$ cat config.mk
export PLATFORM = sky130hd
export DESIGN_NAME = frame_builder_bit_stuffing_serializer_top_flat
export DESIGN_NICKNAME = d
export VERILOG_FILES = /design/src/rtl/fbbs_pkg.sv /design/src/rtl/fbbs_if.sv /design/src/rtl/fbbs_ctrl.sv /design/src/rtl/fbbs_dp.sv /design/src/rtl/frame_builder_bit_stuffing_serializer_top.sv /design/src/flat_wrapper.sv
export VERILOG_INCLUDE_DIRS = /design/src /design/src/rtl
export SDC_FILE = /design/constraint.sdc
export NUM_CORES = 1
export LEC_CHECK = 0
export ABC_AREA = 0
export BUFFER_PORTS_ARGS = -buffer_cell sky130_fd_sc_hd__buf_2
export CORE_ASPECT_RATIO = 0.7
export CORE_UTILIZATION = 30
export CTS_BUF_LIST = sky130_fd_sc_hd__clkbuf_16
export DETAILED_ROUTE_END_ITERATION = 10
export PLACE_DENSITY = 0.52
export SKIP_LAST_GASP = 1
export SYNTH_ARGS = -nofsm -noshare
export SYNTH_HDL_FRONTEND = slang
export SYNTH_HIERARCHICAL = 1
export SYNTH_SLANG_ARGS = --single-unit
$ cat constraint.sdc
create_clock -name clock -period 5.74 [get_ports clock]
set_input_delay 1.148 -clock clock [delete_from_list [all_inputs] [get_ports clock]]
set_output_delay 1.148 -clock clock [all_outputs]
set_load 0.01 [all_outputs]
$ cat src/rtl/frame_builder_bit_stuffing_serializer_top_macros.svh
// assertion macros used by the framer datapath
`ifndef FRAME_BUILDER_BIT_STUFFING_SERIALIZER_TOP_MACROS_SVH
`define FRAME_BUILDER_BIT_STUFFING_SERIALIZER_TOP_MACROS_SVH

`ifndef SYNTHESIS

// same-cycle implication, sampled on clock, off during reset
`define FBBS_ASSERT_IMPL(name, ante, cons) \
   name: assert property (@(posedge clock) disable iff (reset) (ante) |-> (cons)) \
      else $error("fbbs check failed");

// next-cycle implication, sampled on clock, off during reset
`define FBBS_ASSERT_NEXT(name, ante, cons) \
   name: assert property (@(posedge clock) disable iff (reset) (ante) |=> (cons)) \
      else $error("fbbs check failed");

`else

`define FBBS_ASSERT_IMPL(name, ante, cons)
`define FBBS_ASSERT_NEXT(name, ante, cons)

`endif

`endif

$ cat src/rtl/fbbs_pkg.sv
`timescale 1ns / 1ps

package fbbs_pkg;

   localparam int FRAME_BITS      = 13;
   localparam int STUFF_ZONE_BITS = 9;
   localparam int TRAILER_BITS    = 4;
   localparam int SEL_W           = 3;
   localparam int TX_BITS         = FRAME_BITS + TRAILER_BITS;
   localparam int POS_W           = $clog2(TX_BITS);

   localparam logic [FRAME_BITS-1:0]   HEADER_WORD  = FRAME_BITS'(5632);
   localparam logic [TRAILER_BITS-1:0] TRAILER_WORD = TRAILER_BITS'(10);

   localparam logic [FRAME_BITS-1:0] MASK_CLEAR_BIT0 = FRAME_BITS'(8190);
   localparam logic [FRAME_BITS-1:0] MASK_CLEAR_BIT1 = FRAME_BITS'(8189);
   localparam logic [FRAME_BITS-1:0] MASK_ENDS       = FRAME_BITS'(7683);
   localparam logic [FRAME_BITS-1:0] MASK_LOW9       = FRAME_BITS'(511);

   // positions within one transmit, header bits first
   localparam logic [POS_W-1:0] ZONE_START_POS = POS_W'(FRAME_BITS - STUFF_ZONE_BITS);
   localparam logic [POS_W-1:0] ZONE_END_POS   = POS_W'(FRAME_BITS);
   localparam logic [POS_W-1:0] LAST_POS       = POS_W'(TX_BITS - 1);

   localparam logic CMD_UPDATE   = 1'b0;
   localparam logic CMD_TRANSMIT = 1'b1;

   localparam logic [SEL_W-1:0] SEL_LOW9       = SEL_W'(1);
   localparam logic [SEL_W-1:0] SEL_ENDS       = SEL_W'(2);
   localparam logic [SEL_W-1:0] SEL_CLEAR_BIT1 = SEL_W'(3);
   localparam logic [SEL_W-1:0] SEL_CLEAR_BIT0 = SEL_W'(4);

   // progress of the 1011 tracker
   localparam logic [1:0] PROG_NONE = 2'd0;
   localparam logic [1:0] PROG_1    = 2'd1;
   localparam logic [1:0] PROG_10   = 2'd2;
   localparam logic [1:0] PROG_101  = 2'd3;

   typedef enum logic [1:0] {
      ST_IDLE,
      ST_UPDATE,
      ST_TRANSMIT
   } fbbs_state_type;

   typedef struct packed {
      logic capture;
      logic do_update;
      logic tx_step;
   } fbbs_cmd_type;

   typedef struct packed {
      logic slot_free;
      logic tx_final;
   } fbbs_status_type;

   function automatic logic [1:0] track_next(input logic [1:0] prog, input logic bit_val);
      logic [1:0] nxt;
      case (prog)
         PROG_NONE: nxt = bit_val ? PROG_1 : PROG_NONE;
         PROG_1:    nxt = bit_val ? PROG_1 : PROG_10;
         PROG_10:   nxt = bit_val ? PROG_101 : PROG_NONE;
         default:   nxt = bit_val ? PROG_NONE : PROG_10;
      endcase
      return nxt;
   endfunction

endpackage

$ cat src/rtl/fbbs_if.sv
`timescale 1ns / 1ps

interface fbbs_req_if import fbbs_pkg::*; ();
   logic                  valid;
   logic                  ready;
   logic                  command;
   logic [SEL_W-1:0]      field_select;
   logic [FRAME_BITS-1:0] field_value;
   logic                  keep_frame;

   modport source (output valid, output command, output field_select,
                   output field_value, output keep_frame, input ready);
   modport sink   (input valid, input command, input field_select,
                   input field_value, input keep_frame, output ready);
endinterface

interface fbbs_rsp_if import fbbs_pkg::*; ();
   logic                  valid;
   logic                  ready;
   logic                  bit_present;
   logic                  line_bit;
   logic                  is_stuffed;
   logic [FRAME_BITS-1:0] frame_word;
   logic                  last;

   modport source (output valid, output bit_present, output line_bit,
                   output is_stuffed, output frame_word, output last, input ready);
   modport sink   (input valid, input bit_present, input line_bit,
                   input is_stuffed, input frame_word, input last, output ready);
endinterface

$ cat src/rtl/fbbs_ctrl.sv
`timescale 1ns / 1ps

module fbbs_ctrl import fbbs_pkg::*; (
   input  logic            clock,
   input  logic            reset,
   input  logic            req_valid,
   input  logic            req_command,
   output logic            req_ready,
   input  fbbs_status_type status,
   output fbbs_cmd_type    cmd
);

   fbbs_state_type state_ff, state_in;

   always_ff @(posedge clock) begin
      if (reset) begin
         state_ff <= ST_IDLE;
      end else begin
         state_ff <= state_in;
      end
   end

   always_comb begin
      state_in  = state_ff;
      cmd       = '0;
      req_ready = 1'b0;
      case (state_ff)
         ST_IDLE: begin
            req_ready = 1'b1;
            if (req_valid) begin
               cmd.capture = 1'b1;
               state_in    = (req_command == CMD_TRANSMIT) ? ST_TRANSMIT : ST_UPDATE;
            end
         end
         ST_UPDATE: begin
            if (status.slot_free) begin
               cmd.do_update = 1'b1;
               state_in      = ST_IDLE;
            end
         end
         ST_TRANSMIT: begin
            if (status.slot_free) begin
               cmd.tx_step = 1'b1;
               if (status.tx_final) begin
                  state_in = ST_IDLE;
               end
            end
         end
         default: begin
            state_in = ST_IDLE;
         end
      endcase
   end

endmodule

$ cat src/rtl/fbbs_dp.sv
`timescale 1ns / 1ps
`include "frame_builder_bit_stuffing_serializer_top_macros.svh"

module fbbs_dp import fbbs_pkg::*; (
   input  logic                  clock,
   input  logic                  reset,
   input  fbbs_cmd_type          cmd,
   output fbbs_status_type       status,
   input  logic [SEL_W-1:0]      req_field_select,
   input  logic [FRAME_BITS-1:0] req_field_value,
   input  logic                  req_keep_frame,
   input  logic                  rsp_ready,
   output logic                  rsp_valid,
   output logic                  rsp_bit_present,
   output logic                  rsp_line_bit,
   output logic                  rsp_is_stuffed,
   output logic [FRAME_BITS-1:0] rsp_frame_word,
   output logic                  rsp_last
);

   // latched request
   logic [SEL_W-1:0]      sel_ff;
   logic [FRAME_BITS-1:0] value_ff;
   logic                  keep_ff;

   logic [FRAME_BITS-1:0] held_ff, held_in;
   logic [TX_BITS-1:0]    shift_ff;
   logic [POS_W-1:0]      pos_ff;
   logic [1:0]            prog_ff;

   logic                  valid_ff;
   logic                  present_ff;
   logic                  line_ff;
   logic                  stuffed_ff;
   logic [FRAME_BITS-1:0] word_ff;
   logic                  last_ff;

   logic cur_bit;
   logic in_zone;
   logic stuff_now;
   logic tx_final;

   assign cur_bit   = shift_ff[TX_BITS-1];
   assign in_zone   = (pos_ff >= ZONE_START_POS) && (pos_ff < ZONE_END_POS);
   assign stuff_now = in_zone && cur_bit && (prog_ff == PROG_101);
   assign tx_final  = (pos_ff == LAST_POS);

   assign status.slot_free = !valid_ff || rsp_ready;
   assign status.tx_final  = tx_final;

   // merge or restart
   always_comb begin
      held_in = held_ff;
      if (!keep_ff) begin
         held_in = HEADER_WORD | value_ff;
      end else begin
         case (sel_ff)
            SEL_CLEAR_BIT0: held_in = (held_ff & MASK_CLEAR_BIT0) | value_ff;
            SEL_CLEAR_BIT1: held_in = (held_ff & MASK_CLEAR_BIT1) | value_ff;
            SEL_ENDS:       held_in = (held_ff & MASK_ENDS) | value_ff;
            SEL_LOW9:       held_in = (held_ff & MASK_LOW9) | value_ff;
            default:        held_in = held_ff;
         endcase
      end
   end

   always_ff @(posedge clock) begin
      if (cmd.capture) begin
         sel_ff   <= req_field_select;
         value_ff <= req_field_value;
         keep_ff  <= req_keep_frame;
      end
   end

   always_ff @(posedge clock) begin
      if (reset) begin
         held_ff  <= '0;
         shift_ff <= '0;
         pos_ff   <= '0;
         prog_ff  <= PROG_NONE;
      end else begin
         if (cmd.capture) begin
            shift_ff <= {held_ff, TRAILER_WORD};
            pos_ff   <= '0;
            prog_ff  <= PROG_NONE;
         end else if (cmd.do_update) begin
            held_ff <= held_in;
         end else if (cmd.tx_step) begin
            if (stuff_now) begin
               prog_ff <= track_next(prog_ff, 1'b0);
            end else begin
               shift_ff <= {shift_ff[TX_BITS-2:0], 1'b0};
               pos_ff   <= pos_ff + POS_W'(1);
               if (in_zone) begin
                  prog_ff <= track_next(prog_ff, cur_bit);
               end
            end
         end
      end
   end

   // output register
   always_ff @(posedge clock) begin
      if (reset) begin
         valid_ff <= 1'b0;
      end else if (cmd.do_update || cmd.tx_step) begin
         valid_ff <= 1'b1;
      end else if (rsp_ready) begin
         valid_ff <= 1'b0;
      end
   end

   always_ff @(posedge clock) begin
      if (cmd.do_update) begin
         present_ff <= 1'b0;
         line_ff    <= 1'b0;
         stuffed_ff <= 1'b0;
         word_ff    <= held_in;
         last_ff    <= 1'b1;
      end else if (cmd.tx_step) begin
         present_ff <= 1'b1;
         line_ff    <= stuff_now ? 1'b0 : cur_bit;
         stuffed_ff <= stuff_now;
         word_ff    <= held_ff;
         last_ff    <= tx_final && !stuff_now;
      end
   end

   assign rsp_valid       = valid_ff;
   assign rsp_bit_present = present_ff;
   assign rsp_line_bit    = line_ff;
   assign rsp_is_stuffed  = stuffed_ff;
   assign rsp_frame_word  = word_ff;
   assign rsp_last        = last_ff;

   `FBBS_ASSERT_NEXT(a_stuff_resumes_at_10, cmd.tx_step && stuff_now, prog_ff == PROG_10)
   `FBBS_ASSERT_IMPL(a_no_stuff_outside_zone, cmd.tx_step && !in_zone, !stuff_now)
   `FBBS_ASSERT_NEXT(a_final_bit_is_last, cmd.tx_step && tx_final, valid_ff && last_ff && present_ff)
   `FBBS_ASSERT_IMPL(a_stuffed_is_zero_bit, valid_ff && stuffed_ff, present_ff && !line_ff && !last_ff)

endmodule

$ cat src/rtl/frame_builder_bit_stuffing_serializer_top.sv
// bit stuffing framer: holds a 13-bit frame, updates it and serializes it
// request channel (req_chan): command 0 updates the frame (new frame with
//   header 1011 or masked merge), command 1 transmits the held frame
// response channel (rsp_chan): an update gives one acknowledgement with
//   last set; a transmit gives 17 to 23 line bits, msb first, with stuffed
//   zeros in the low 9 payload bits and the trailer 1010, last on the final bit
// rate: one response per cycle in a transmit, from a single output register,
//   while the receiver is ready; an update goes from accept via the update
//   state to the output register; a transmit is paced by the controller giving
//   one serializer step per emitted bit; a stuffed zero holds the shift register
// the next request is accepted as soon as the controller is back in idle,
//   even while the final response of the previous request still waits
// reset clears the held frame to zero, the tracker and the output valid
// a stalled receiver freezes the controller: no bit advances until the
//   output register is taken, so nothing is dropped or repeated
`timescale 1ns / 1ps

module frame_builder_bit_stuffing_serializer_top import fbbs_pkg::*; (
   input logic         clock,
   input logic         reset,
   fbbs_req_if.sink    req_chan,
   fbbs_rsp_if.source  rsp_chan
);

   fbbs_cmd_type    cmd;
   fbbs_status_type status;

   // sequencer: idle, update, transmit
   fbbs_ctrl u_ctrl (
      .clock       (clock),
      .reset       (reset),
      .req_valid   (req_chan.valid),
      .req_command (req_chan.command),
      .req_ready   (req_chan.ready),
      .status      (status),
      .cmd         (cmd)
   );

   // frame register, serializer, 1011 tracker and output register
   fbbs_dp u_dp (
      .clock            (clock),
      .reset            (reset),
      .cmd              (cmd),
      .status           (status),
      .req_field_select (req_chan.field_select),
      .req_field_value  (req_chan.field_value),
      .req_keep_frame   (req_chan.keep_frame),
      .rsp_ready        (rsp_chan.ready),
      .rsp_valid        (rsp_chan.valid),
      .rsp_bit_present  (rsp_chan.bit_present),
      .rsp_line_bit     (rsp_chan.line_bit),
      .rsp_is_stuffed   (rsp_chan.is_stuffed),
      .rsp_frame_word   (rsp_chan.frame_word),
      .rsp_last         (rsp_chan.last)
   );

endmodule

$ cat src/flat_wrapper.sv
// flat-port wrapper written by rule: the top's interface ports become plain ports
module frame_builder_bit_stuffing_serializer_top_flat import fbbs_pkg::*;
  (clock, reset, req_chan_valid, req_chan_command, req_chan_field_select, req_chan_field_value, req_chan_keep_frame, req_chan_ready, rsp_chan_valid, rsp_chan_bit_present, rsp_chan_line_bit, rsp_chan_is_stuffed, rsp_chan_frame_word, rsp_chan_last, rsp_chan_ready);
  fbbs_req_if req_chan_i ();
  fbbs_rsp_if rsp_chan_i ();
  input logic clock;
  input logic reset;
  input wire logic [$bits(req_chan_i.valid)-1:0] req_chan_valid;
  input wire logic [$bits(req_chan_i.command)-1:0] req_chan_command;
  input wire logic [$bits(req_chan_i.field_select)-1:0] req_chan_field_select;
  input wire logic [$bits(req_chan_i.field_value)-1:0] req_chan_field_value;
  input wire logic [$bits(req_chan_i.keep_frame)-1:0] req_chan_keep_frame;
  output wire logic [$bits(req_chan_i.ready)-1:0] req_chan_ready;
  output wire logic [$bits(rsp_chan_i.valid)-1:0] rsp_chan_valid;
  output wire logic [$bits(rsp_chan_i.bit_present)-1:0] rsp_chan_bit_present;
  output wire logic [$bits(rsp_chan_i.line_bit)-1:0] rsp_chan_line_bit;
  output wire logic [$bits(rsp_chan_i.is_stuffed)-1:0] rsp_chan_is_stuffed;
  output wire logic [$bits(rsp_chan_i.frame_word)-1:0] rsp_chan_frame_word;
  output wire logic [$bits(rsp_chan_i.last)-1:0] rsp_chan_last;
  input wire logic [$bits(rsp_chan_i.ready)-1:0] rsp_chan_ready;
  assign req_chan_i.valid = req_chan_valid;
  assign req_chan_i.command = req_chan_command;
  assign req_chan_i.field_select = req_chan_field_select;
  assign req_chan_i.field_value = req_chan_field_value;
  assign req_chan_i.keep_frame = req_chan_keep_frame;
  assign req_chan_ready = req_chan_i.ready;
  assign rsp_chan_valid = rsp_chan_i.valid;
  assign rsp_chan_bit_present = rsp_chan_i.bit_present;
  assign rsp_chan_line_bit = rsp_chan_i.line_bit;
  assign rsp_chan_is_stuffed = rsp_chan_i.is_stuffed;
  assign rsp_chan_frame_word = rsp_chan_i.frame_word;
  assign rsp_chan_last = rsp_chan_i.last;
  assign rsp_chan_i.ready = rsp_chan_ready;
  frame_builder_bit_stuffing_serializer_top u_core (.clock(clock), .reset(reset), .req_chan(req_chan_i), .rsp_chan(rsp_chan_i));
endmodule
-- Word-level counts from Yosys, hierarchy flattened
Cells that the tools add are included.
- bits in latches: 0
- memory bits (writable): 0
- bits in registers: 73
- bits of input ports: 22
- bits in read-only memories: 0
- memories: 0
- word-level logic and storage cells: 93
- reduce and logical (&&, ||, !) cells: 21
- $mul: 0
- bitwise operators: 7
- muxes and demuxes: 31
- equal/unequal tests: 16
- add/subtract/negate cells: 1
- $lt $le $gt $ge: 2
- shift-type cells: 0
- divide/modulo/power cells: 0
- operator list (kind ; count):
    17-bit 2-to-1 mux ; 4
    13-bit one-hot mux with 4 select lines ; 1
    13-bit 2-to-1 mux ; 3
    13-bit OR ; 3
    2-bit 2-to-1 mux ; 11
    9-bit by 13-bit OR with 13-bit output ; 1
    2-bit one-hot mux with 3 select lines ; 2
    1-bit 2-to-1 mux ; 10
    3-bit AND reduction ; 3
    2-bit by 1-bit != test with 1-bit output, second input constant ; 4
    2-bit nonzero test ; 4
    2-bit equality test, second input constant ; 3
    3-bit by 2-bit equality test with 1-bit output, second input constant ; 2
    5-bit by 1-bit adder with 5-bit output, second input constant ; 1
    5-bit equality test, second input constant ; 1
    5-bit by 3-bit >= comparator with 1-bit output, second input constant ; 1
    5-bit by 4-bit < comparator with 1-bit output, second input constant ; 1
    2-bit by 1-bit equality test with 1-bit output, second input constant ; 2
    1-bit logical AND ; 4
    2-bit logical NOT ; 2
    2-bit != test, second input constant ; 2
    4-bit AND reduction ; 1
    2-bit OR reduction ; 2
    3-bit by 1-bit equality test with 1-bit output, second input constant ; 1
    5 further kinds ; 9

-- Logic depth before layout (Yosys ltp)
- depth after elaboration: 8
- depth in mapped cells: 9
- mapped depth without buffers: 7

-- Modules after synthesis
Netlist, hierarchy kept.
- by module, submodules not included (module ; sequential area each (um2) ; area each (um2) ; cells each ; times used):
    fbbs_dp ; 1721.7 ; 3090.5 ; 295 ; 1
    fbbs_ctrl ; 40.0 ; 113.9 ; 13 ; 1

-- Least setup slack after synthesis
OpenSTA, ideal clock, no wires.
- kind: input to register
- start: in req_chan_valid
- end: reg u_core.u_dp.shift_ff[5]
- library setup time: 112 ps
- setup slack: 3048 ps
- arrival: 2580 ps
- buffers on the path: 2
- stages on the path: 5
- path through: and2_1 -> clkbuf_1 -> buf_2 -> nor2_1 -> a2111oi_1
- longest elaborated chain between the ends: 4
- elaborated cells between the ends (all ways): 7
- those cells by class: eq/ne: 2; mux: 3; reduce/logical: 2
- RTL lines (what ; line ; RTL):
    from (decl) ; flat_wrapper.sv:8 ; input wire logic [$bits(req_chan_i.valid)-1:0] req_chan_valid;
    1-bit 2-to-1 mux (*) ; fbbs_ctrl.sv:30 ; if (req_valid) begin
    1-bit 2-to-1 mux (*) ; fbbs_ctrl.sv:27 ; case (state_ff)
    2-bit by 1-bit != test with 1-bit output (no source line) / 2-bit nonzero test (equally long branches) ; n/a ;
    3-bit AND reduction (no source line) ; n/a ;
    to (signal assigned) ; fbbs_dp.sv:83 ; shift_ff <= {held_ff, TRAILER_WORD};
    to (signal assigned) ; fbbs_dp.sv:92 ; shift_ff <= {shift_ff[TX_BITS-2:0], 1'b0};
    to (decl) ; fbbs_dp.sv:27 ; logic [TX_BITS-1:0] shift_ff;
Mark *: on every way between the ends. The rest lies on a longest branch, timed or not.
A chain may end at the register's enable or synchronous reset.

==> qor.txt <==
violated checks: DRC
PnR Total Power: 1.21 mW
commonest cells in the netlist: 43 x dfxtp_1, 30 x edfxtp_1, 25 x a21oi_1
max-cap viol count: 0
max incr delay on CP: 840 ps
Skew-Pair Late Insertion Delay: 330 ps
drt total wl: 7130 um
Max Used Layer: met4
via/cell ratio: 5.12
Compound-Gate Fraction of Synth Area: 21.9%
clk buf depth: 2
Layout area overhead: 16.4%
WHS: 450 ps
Post-Synth Simple-Gate Area: 16.9%
hold path depth: 2
mux share of post-synthesis cell area: 0.351%
Synth Warn #: 6
post-synth cell types: 53
Worst Path Arrival: 3320 ps
HP Class: reg2reg
# placed instances: 462
Power per Cell Area: 324 nW/um2
CTS tree: done
IO Count: 41
min-delay src: u_core/u_dp/shift_ff[1]
Overflow after GRT: 0
post-synthesis sequential area ratio: 55.0%
RSZ-0062 raised after global routing: false
status: complete, but fails checks
Initial Util: 30.9%
Non-Filler Instances: 478
global-route wire length before repair: 11700 um
worst IR drop on VDD: 0.155 mV
GPL Wtd Cong: 0.779
worst reg-to-reg setup slack: 3150 ps
share of post-route cells with drive strength above 1: 21.4%
Static Leak: 1.34 nW
Met1 Wirelength: 3750 um
Max Freq: 0.318 GHz
critical path capture point type: flop
setup_tns: 0 ps
H-Tree Depth: 3
total CTS buffers: 9
num rows: 31
DRT antenna net count: 0
kind of critical path: in2reg
DRC Markers: 4
FFs w/ async S/R, synth: 0%
clk sinks: 73
Hold Path End: u_core/u_dp/shift_ff[2]
cell count after synthesis: 308
FILL cells: 1014
syn_area_per_cell: 10.4 um2
CP max-delay cell: nor2b_1
gr usage total: 14.1%
dpl hpwl: 4570 um
Final period util: 54.8%
FF-to-FF Start: u_core/u_ctrl/state_ff[1]
Seq. cell area: 1760 um2
share of Yosys cell area claimed by the top area cell type: 28.1%
metal3 WL: 393 um
Synth Cell Area: 3200 um2
critical path required time: 5910 ps
final hold vios: 0
RR Endpoint: u_core/u_dp/held_ff[9]
Synth Flop Type: dfxtp_1
Synth area leaders: edfxtp_1 28%, dfxtp_1 27%, a21oi_1 3.9%
Post-Synth Adder-Cell Area: 0.781%
Rel. slew slack: 34.9%
count leader, synth: dfxtp_1
final critical-path required period: 3150 ps
PortBufs: 40
leading area contributor after synthesis: edfxtp_1
Slew @ Worst Pin: 974 ps
met2 WL: 2870 um
main combinational cell family by area after synthesis: compound AO/OA/AOI/OAI gates
Reg2Reg Depth: 7
crit-path cells: buf_2, nand2b_1, nand2_1, nor2_1, nor2b_1, nand3_1, o22ai_1, a221oi_1
Final setup violation count: 0
Synth Area in XOR/XNOR: 0.273%
First DRT Iteration DRCs: 175
Hold-fix buffers, CTS: 0
largest net degree at the start of global routing: 58
vias in the first global route: 2239
routed via count: 2445
die height: 88.5 um
max-slew violation count: 0
clock tree root buffer cell: clkbuf_16
Die ar.: 11100 um2
CP Launch Type: input pin
CP max FO: 12
# resized after CTS: 0
Multi-input gate area: 1290 um2
initial antenna violation count: 0
Die Wd: 126 um
skew final: 6.21 ps
number of synthesized register bits: 73
Worst-path clk slew: 50 ps
drt pass-1 iters: 8
fin nets: 365
Routed WL per cell: 14.9 um
Ant. Diodes: 0
number of synthesized flops with an enable pin: 30
Net Count, Synth: 332
Core Area: 10400 um2
Post-CTS Repair Setup Buffers: 0
-- flip-flops by register name (all words and copies together) (netlist names) --
name,count
u_core/u_dp/held_ff,13
u_core/u_dp/keep_ff,1
u_core/u_dp/rsp_last,1
u_core/u_dp/rsp_line_bit,1
u_core/u_dp/shift_ff,16
u_core/u_dp/rsp_bit_present,1
u_core/u_dp/prog_ff,2
u_core/u_dp/rsp_is_stuffed,1
u_core/u_dp/value_ff,13
u_core/u_dp/sel_ff,3
u_core/u_dp/rsp_valid,1
u_core/u_dp/pos_ff,5
u_core/u_dp/rsp_frame_word,13
u_core/u_ctrl/state_ff,2
-- critical path: cells and delay by family --
| family | cells | cell delay [ps] |
|---|---|---|
| and+or+nand+nor | 5 | 1780 |
| AOI/OAI and AO/OA | 2 | 320 |
| buffers and inverters | 1 | 70 |
-- worst max-delay path by stage --
stage	from	end	slack, ps	cells after the start
global placement	rsp_chan_ready	u_core/u_dp/held_ff[10]	2350	8
global route	rsp_chan_ready	u_core/u_dp/held_ff[9]	2290	8
CTS	rsp_chan_ready	u_core/u_dp/held_ff[9]	2590	8
detailed placement	rsp_chan_ready	u_core/u_dp/held_ff[9]	2250	8
floorplan	req_chan_valid	u_core/u_dp/shift_ff[5]	3050	5
finish	rsp_chan_ready	u_core/u_dp/held_ff[9]	2590	8
-- metrics by stage --
step | util [%] | instance area (um2) | setup WS (ps)
detailed placement | 33.6 | 3480 | 2250
floorplan | - | 3200 | 3050
global placement | 33.6 | 3480 | 2350
CTS | 36.0 | 3730 | 2590
global route | 36.0 | 3730 | 2290
finish | 36.0 | 3730 | 2590
-- cells in the final DEF (no fill, tap or decap), drive strengths merged, types with 2 or more instances in the layout --
cell,n
a2111oi,9
a211oi,4
a21oi,25
a221oi,6
a22o,2
a31oi,5
and2,2
and3,2
buf,43
clkbuf,9
clkinv,7
dfxtp,43
edfxtp,30
ha,2
inv,10
nand2,21
nand2b,6
nand3,22
nor2,17
nor2b,10
nor3,12
nor3b,2
nor4,2
o21ai,22
o22ai,3
o31ai,8
o32ai,3
or3,2
-- metal layers --
metal | global-route usage (%) | up-vias
li1 | - | 1221
met1 | 19.3 | 1142
met2 | 19.6 | 69
met3 | 5.14 | 13
met4 | 6.87 | 0
met5 | 0 | -
-- where the power goes --
group	total, mW	internal (mW)	switching [mW]	leakage [nW]
registers	0.598	0.577	0.0210	0.641
logic	0.125	0.0469	0.0784	0.580
clock network	0.485	0.282	0.202	0.124
total	1.21	0.907	0.302	1.34
-- layout make-up --
class	count	share of cell area [%]
Tap cell	132	4.43
Multi-Input combinational cell	204	34.6
Inverter	10	1.01
Timing Repair Buffer	43	5.97
Sequential cell	73	47.2
Clock buffer	9	6.04
Clock inverter	7	0.738
-- cell families (layout without fill, tap and decap cells) --
group                      Yosys count  count (layout)
AOI/OAI and AO/OA                   95              95
buffers and inverters               31              69
and+or+nand+nor                    105             105
adders and majority gates            2               2
DFF                                 73              73
xor gates and xnor gates             1               1
muxes                                1               1
(Power assumes the default switching activity.)
